### config.mk
export PLATFORM = sky130hd
export DESIGN_NAME = varint_stream_decoder
export DESIGN_NICKNAME = d
export VERILOG_FILES = /design/src/sv/vsd_pkg.sv /design/src/sv/varint_stream_decoder.sv
export SDC_FILE = /design/constraint.sdc
export NUM_CORES = 1
export LEC_CHECK = 0
export ABC_AREA = 1
export BUFFER_PORTS_ARGS = -buffer_cell sky130_fd_sc_hd__buf_4
export CORE_MARGIN = 2
export CORE_UTILIZATION = 60
export CTS_CLUSTER_DIAMETER = 100
export DETAILED_ROUTE_END_ITERATION = 12
export GPL_TIMING_DRIVEN = 0
export PLACE_DENSITY_LB_ADDON = 0.3
export SYNTH_ARGS = -nofsm -noshare
export SYNTH_HDL_FRONTEND = slang
export SYNTH_SLANG_ARGS = --single-unit
### constraint.sdc
create_clock -name clk -period 7.6 [get_ports clk]
set_input_delay 2.28 -clock clk [delete_from_list [all_inputs] [get_ports clk]]
set_output_delay 2.28 -clock clk [all_outputs]
set_load 0.05 [all_outputs]
### src/sv/vsd_pkg.sv
// Package for the base-128 varint stream decoder.
// Holds field widths, byte bounds and the result type. No dependencies.
`default_nettype none

package vsd_pkg;

    // Field widths
    localparam int unsigned ByteW   = 8;
    localparam int unsigned ValueW  = 64;
    localparam int unsigned CountW  = 4;
    localparam int unsigned ShiftW  = 6;
    localparam int unsigned PayW    = 7;
    localparam int unsigned HalfW   = 32;
    localparam int unsigned CfgIdxW = 4;
    localparam int unsigned CfgDatW = 4;

    // Byte bounds per mode
    localparam logic [CountW-1:0] ShortBound = 4'd5;
    localparam logic [CountW-1:0] LongBound  = 4'd10;
    localparam logic [CountW-1:0] LimitReset = 4'd10;

    // Continuation flag position in a stream byte
    localparam int unsigned ContBit = 7;

    // Configuration register indices
    localparam logic [CfgIdxW-1:0] RegLongMode    = 4'd0;
    localparam logic [CfgIdxW-1:0] RegLengthLimit = 4'd1;

    // Result status codes
    localparam logic STATUS_OK      = 1'b0;
    localparam logic STATUS_INVALID = 1'b1;

    typedef struct packed {
        logic [ValueW-1:0] value;
        logic [CountW-1:0] byte_count;
        logic              status;
    } result_t;

    // Bit position of a payload group: 7 times the byte index (index below 10)
    function automatic logic [ShiftW-1:0] group_shift(input logic [CountW-1:0] idx);
        logic [ShiftW-1:0] s;
        unique case (idx)
            4'd0:    s = 6'd0;
            4'd1:    s = 6'd7;
            4'd2:    s = 6'd14;
            4'd3:    s = 6'd21;
            4'd4:    s = 6'd28;
            4'd5:    s = 6'd35;
            4'd6:    s = 6'd42;
            4'd7:    s = 6'd49;
            4'd8:    s = 6'd56;
            4'd9:    s = 6'd63;
            default: s = 6'd0;
        endcase
        return s;
    endfunction

endpackage

`default_nettype wire

### src/sv/varint_stream_decoder.sv
// Base-128 varint stream decoder, top level.
// Depends on vsd_pkg for widths, bounds and the result type.
`default_nettype none

// Takes one stream byte per cycle while in_stall is low and emits one
// result beat when a value ends (a byte with bit 7 clear) or when a byte
// arrives at an index at or beyond the byte bound (status 1, value 0,
// byte count 0, value restarted). The bound is the smaller of
// length_limit and the mode bound: 5 bytes in 32-bit mode, whose result
// is the low 32 bits sign-extended, or 10 bytes in 64-bit mode. The
// shift-or into the accumulator, the count update and the result
// formatting all sit between the byte port and the accumulator and result
// registers. A two-entry output stage (result register plus skid
// register) lets bytes keep flowing while a result waits; in_stall rises
// only when both entries are full. Configuration writes are always ready
// and take effect on the next byte.

module varint_stream_decoder
(
    input  wire logic                           clk,
    input  wire logic                           rst_n,

    input  wire logic                           cfg_valid,
    output      logic                           cfg_ready,
    input  wire logic [vsd_pkg::CfgIdxW-1:0]    cfg_index,
    input  wire logic [vsd_pkg::CfgDatW-1:0]    cfg_data,

    input  wire logic                           in_valid,
    output      logic                           in_stall,
    input  wire logic [vsd_pkg::ByteW-1:0]      data_byte,

    output      logic                           out_valid,
    input  wire logic                           out_stall,
    output      logic signed [vsd_pkg::ValueW-1:0] value,
    output      logic [vsd_pkg::CountW-1:0]     byte_count,
    output      logic                           status
);

    // Configuration registers
    logic                         long_mode_reg;
    logic [vsd_pkg::CountW-1:0]   length_limit_reg;

    // Decode state
    logic [vsd_pkg::ValueW-1:0]   acc_reg, acc_next;
    logic [vsd_pkg::CountW-1:0]   idx_reg, idx_next;

    // Output stage
    vsd_pkg::result_t             out_reg, skid_reg;
    logic                         out_valid_reg, skid_valid_reg;

    // Per-beat combinational result
    vsd_pkg::result_t             res;
    logic                         res_valid;

    logic                         in_take;
    logic [vsd_pkg::CountW-1:0]   bound;
    logic [vsd_pkg::CountW-1:0]   mode_bound;
    logic                         over_bound;
    logic [vsd_pkg::ValueW-1:0]   merged;
    logic [vsd_pkg::CountW-1:0]   idx_inc;

    assign cfg_ready = 1'b1;
    assign in_stall  = skid_valid_reg;
    assign in_take   = in_valid && !skid_valid_reg;

    // Configuration writes; unknown indices ignored
    always_ff @(posedge clk or negedge rst_n)
    begin
        if (!rst_n)
        begin
            long_mode_reg    <= 1'b0;
            length_limit_reg <= vsd_pkg::LimitReset;
        end
        else if (cfg_valid && cfg_ready)
        begin
            if (cfg_index == vsd_pkg::RegLongMode)
                long_mode_reg <= cfg_data[0];
            else if (cfg_index == vsd_pkg::RegLengthLimit)
                length_limit_reg <= cfg_data;
        end
    end

    // Byte bound, payload merge and result formatting
    always_comb
    begin
        mode_bound = long_mode_reg ? vsd_pkg::LongBound : vsd_pkg::ShortBound;
        bound      = (length_limit_reg < mode_bound) ? length_limit_reg : mode_bound;
        over_bound = (idx_reg >= bound);
        merged     = acc_reg | ({{(vsd_pkg::ValueW-vsd_pkg::PayW){1'b0}},
                                 data_byte[vsd_pkg::PayW-1:0]}
                                << vsd_pkg::group_shift(idx_reg));
        idx_inc    = idx_reg + 4'd1;

        acc_next   = acc_reg;
        idx_next   = idx_reg;
        res_valid  = 1'b0;
        res.value      = '0;
        res.byte_count = '0;
        res.status     = vsd_pkg::STATUS_OK;

        if (in_take)
        begin
            if (over_bound)
            begin
                // dropped byte: report invalid and restart
                acc_next   = '0;
                idx_next   = '0;
                res_valid  = 1'b1;
                res.status = vsd_pkg::STATUS_INVALID;
            end
            else if (data_byte[vsd_pkg::ContBit])
            begin
                acc_next = merged;
                idx_next = idx_inc;
            end
            else
            begin
                // final byte of the value
                acc_next       = '0;
                idx_next       = '0;
                res_valid      = 1'b1;
                res.byte_count = idx_inc;
                if (long_mode_reg)
                    res.value = merged;
                else
                    res.value = {{(vsd_pkg::ValueW-vsd_pkg::HalfW)
                                  {merged[vsd_pkg::HalfW-1]}},
                                 merged[vsd_pkg::HalfW-1:0]};
            end
        end
    end

    // Decode state registers
    always_ff @(posedge clk or negedge rst_n)
    begin
        if (!rst_n)
        begin
            acc_reg <= '0;
            idx_reg <= '0;
        end
        else
        begin
            acc_reg <= acc_next;
            idx_reg <= idx_next;
        end
    end

    // Output stage valid flags: skid fills only while the result beat is held
    always_ff @(posedge clk or negedge rst_n)
    begin
        if (!rst_n)
        begin
            out_valid_reg  <= 1'b0;
            skid_valid_reg <= 1'b0;
        end
        else if (out_valid_reg && out_stall)
        begin
            if (res_valid)
                skid_valid_reg <= 1'b1;
        end
        else if (skid_valid_reg)
        begin
            out_valid_reg  <= 1'b1;
            skid_valid_reg <= 1'b0;
        end
        else
        begin
            out_valid_reg <= res_valid;
        end
    end

    // Output stage payload
    always_ff @(posedge clk)
    begin
        if (out_valid_reg && out_stall)
        begin
            if (res_valid)
                skid_reg <= res;
        end
        else if (skid_valid_reg)
        begin
            out_reg <= skid_reg;
        end
        else if (res_valid)
        begin
            out_reg <= res;
        end
    end

    assign out_valid  = out_valid_reg;
    assign value      = out_reg.value;
    assign byte_count = out_reg.byte_count;
    assign status     = out_reg.status;

endmodule

`default_nettype wire
==> impl_metrics.py <==
metrics = {
    "outcome": {
        "run_status": "completed",
    },
    "worst_setup_path": {
        "reg2reg_setup_slack_ps": 2450,
        "timing.critical_path.arrival_ps": 5340,
        "cpPeakStageDelay_ps": 830,
        "worst_r2r_path_depth": 20,
        "cp_data_required_time_ps": 7790,
        "maximum_fanout_along_the_worst_path": 37,
        "crit_path_start_kind": "flip-flop",
        "worst_path_most_repeated_cell": "sky130_fd_sc_hd__nand2_1",
        "critical_path.cell_chain": "clkbuf_1, inv_1, ha_1, o21a_1, o211ai_1, nand2_1, nand2_1, o21ai_0, ha_1, inv_1, nor2_1, o211ai_1, nand3_1, nand2_1, nand2_1, inv_2, buf_2, clkbuf_1, nor2_4, buf_12",
        "critical_path.reg2reg.startpoint": "long_mode_reg",
        "worst_path_max_delay_cell": "sky130_fd_sc_hd__nor2_4",
        "worst_r2r_endpoint": "skid_reg[60]",
        "crit_type": "reg2reg",
        "critical_path.endpoint_type": "flip-flop",
    },
    "pwr": {
        "power.density_cell_area_nw_per_um2": 442,
        "power.ir.vdd_worst_v": 0.000299,
        "post-layout-total-power_mw": 5.40,
        "p_leak_nw": 5.65,
    },
    "finish": {
        "layout_common_cells": "sky130_fd_sc_hd__nand2_1, sky130_fd_sc_hd__edfxtp_1, sky130_fd_sc_hd__inv_1",
        "largest_register_ff_count": 69,
        "post_route_cells_drive_above_1_share_pct": 20.7,
        "fin_nets": 1259,
        "fillCellCount": 1318,
        "layout.cells.most_common": "sky130_fd_sc_hd__nand2_1",
        "antenna_cells": 0,
        "layout-area-overhead-vs-synth_pct": 16.6,
    },
    "synthesis": {
        "ys_warn_count": 0,
        "netlist_area_sq_um": 10500,
        "synth_fp_nets": 1143,
        "synth_xor_area_share_pct": 0.167,
        "synth_enable_flop_cells": 138,
        "post_synth_inst_count": 1109,
        "arithmetic_cell_share_of_the_synthesized_area_counting_full_adders_half_adders_and_majority_gates_pct": 1.55,
        "post-synth-top-area-cell": "sky130_fd_sc_hd__edfxtp_1",
        "synth_async_sr_flop_share_pct": 35.2,
        "fraction_of_synthesized_area_in_multiplexers_pct": 0.323,
        "netlist.area_leader.share_pct": 39.6,
        "yosys.area_share.simple_pct": 24.3,
        "syn-mean-instance-area_sq_um": 9.44,
        "dominantRegCellSynth": "sky130_fd_sc_hd__edfxtp_1",
        "synth_compound_area_share_pct": 7.37,
        "netlist-cell-type-count": 43,
        "synth_top_family_by_area": "simple AND/OR/NAND/NOR gates",
        "ys_ff_latch": 213,
        "synth.yosys.seq_area_share_pct": 57.5,
        "synth.area.top_cells": "sky130_fd_sc_hd__edfxtp_1, sky130_fd_sc_hd__dfrtp_1, sky130_fd_sc_hd__nand2_1",
    },
    "clock_network": {
        "clockBufferDepth": 3,
        "root_buffer": "sky130_fd_sc_hd__clkbuf_16",
        "clock_sink_count": 213,
        "tritoncts_clock_tree": "done",
        "post-cts-setup-buffers": 0,
        "path_clk_slew_ps": 60,
        "cts_buffers": 22,
        "cts.repair.resized": 0,
        "insertion_delay_ps": 510,
        "count_of_hold_buffers_inserted_by_post_cts_repair": 0,
        "htreeDepth": 1,
    },
    "global_routing": {
        "antenna_found_initial": 0,
        "global_route_wire_length_before_repair_microns": 38800,
        "grtUsageTotal_pct": 26.8,
        "globalRouteOverflowTotal": 0,
        "grt_pass1_vias": 7704,
        "grt_max_degree": 76,
    },
    "die": {
        "floorplan.initialDensity_pct": 60.9,
        "design.die.area_sq_um": 18500,
        "dieWidth_microns": 136,
        "die_y_extent_microns": 136,
        "ioPinCount": 93,
        "rows": 48,
        "coreArea_sq_um": 17200,
    },
    "detailed_routing": {
        "routed_via_density": 5.50,
        "drt_pass1_iterations": 5,
        "met1Wirelength_microns": 10100,
        "routed_wire_length_microns": 24400,
        "route.detailed.wl_per_inst_microns": 16.7,
        "final_antenna_net_count": 0,
        "routed.top_layer": "met4",
        "met2_wirelength_microns": 11800,
        "1st_iter_drt_viols": 754,
        "vias": 8060,
        "routed-wl-met3_microns": 1830,
        "drc_errors": 0,
    },
    "sta": {
        "finalHoldViolCount": 0,
        "setup_tns_ps": 0,
        "final-setup-viol-count": 0,
        "relative_max_transition_margin_pct": 32.3,
        "worst_clock_skew_ps": 9.15,
        "min_period_over_period_pct": 67.7,
        "finalWorstPathRequiredPeriod_ps": 5150,
        "rsz_0062_raised_after_global_routing": "false",
        "tightestPinTransition_ps": 1010,
        "max_freq_mhz": 194,
        "drv_slew": 0,
    },
    "job": {
        "maxCapViolations": 0,
    },
    "worst_hold_path": {
        "hold_path_startpoint": "acc_reg[17]",
        "hold_end": "acc_reg[17]",
        "hp-class": "reg2reg",
        "worst_hold_path.num_cells": 2,
    },
    "placement": {
        "detailed_place_hpwl_microns": 17200,
        "portBuffers": 91,
        "finalWeightedCongestion": 0.968,
    },
}
where the power goes:
part           switching (mW)  internal [mW]
clock network           0.434          0.648
logic                    1.94          0.663
registers              0.0897           1.63
worst max-delay path by stage:
stage	start	to	slack [ps]	depth (start not counted)
floorplan	in_valid	skid_reg[0]	1040	7
global placement	in_valid	skid_reg[60]	-400	8
detailed placement	long_mode_reg	skid_reg[60]	2500	20
CTS	long_mode_reg	skid_reg[64]	2480	20
global route	long_mode_reg	skid_reg[60]	2000	20
finish	long_mode_reg	skid_reg[60]	2450	20
cell type report:
class | instances | area [sq um] | share of cell area [%]
plain buffers | 59 | 319 | 2.61
clock buffers | 36 | 724 | 5.93
clock inverters | 4 | 18.8 | 0.154
inverters | 155 | 589 | 4.83
multi-input cells | 682 | 3550 | 29.1
flip-flops and latches | 213 | 6020 | 49.3
well taps | 225 | 282 | 2.31
repair buffers | 92 | 703 | 5.76
through the flow:
| step | area, sq um | setup WS (ps) | std cells | hold slack (ps) | utilization (%) |
|---|---|---|---|---|---|
| global route | 12200 | 2000 | 1466 | 531 | 71.1 |
| finish | 12200 | 2450 | 1466 | 514 | 71.1 |
| global placement | 11400 | -402 | 1425 | 488 | 66.6 |
| CTS | 12200 | 2480 | 1466 | 510 | 71.1 |
| detailed placement | 11500 | 2500 | 1426 | 502 | 66.8 |
| floorplan | 10500 | 1040 | 1109 | 469 | - |
cell usage after synthesis (3+ instances only):
master                     number
sky130_fd_sc_hd__clkbuf_1      36
sky130_fd_sc_hd__buf_6          3
sky130_fd_sc_hd__nor2_1        72
sky130_fd_sc_hd__o21bai_1       5
sky130_fd_sc_hd__nand3_1       97
sky130_fd_sc_hd__edfxtp_1     138
sky130_fd_sc_hd__buf_12         3
sky130_fd_sc_hd__buf_2         12
sky130_fd_sc_hd__nand2_2       26
sky130_fd_sc_hd__a21oi_1       38
sky130_fd_sc_hd__ha_1          13
sky130_fd_sc_hd__mux2_2         3
sky130_fd_sc_hd__nand2_4       35
sky130_fd_sc_hd__nand2_1      242
sky130_fd_sc_hd__o22ai_1        3
sky130_fd_sc_hd__dfrtp_1       73
sky130_fd_sc_hd__o21ai_1       18
sky130_fd_sc_hd__inv_2         28
sky130_fd_sc_hd__buf_4          3
sky130_fd_sc_hd__o21ai_0       74
sky130_fd_sc_hd__nand4_1       35
sky130_fd_sc_hd__inv_1        124
cell families after synthesis:
family          count (synthesis)
simple gates                  517
buf+inv                       214
flops                         213
compound gates                146
fa+ha+maj                      13
mux                             3
xor+xnor                        2
other cells                     1
routing by layer:
| layer | vias to the layer above | GRT usage (%) |
|---|---|---|
| met4 | 0 | 8.33 |
| met5 | - | 0 |
| li1 | 3877 | - |
| met3 | 56 | 3.95 |
| met1 | 3837 | 37.3 |
| met2 | 290 | 43.8 |
worst max-delay path, delay by kind of cell, from the launching register on:
kind / cells / cell delay, ps
compound gates: 4 / 480
fa+ha+maj: 2 / 660
buf+inv: 7 / 1580
flops: 1 / 400
simple gates: 7 / 1680
Note: power is estimated with default switching activity, not from simulation.
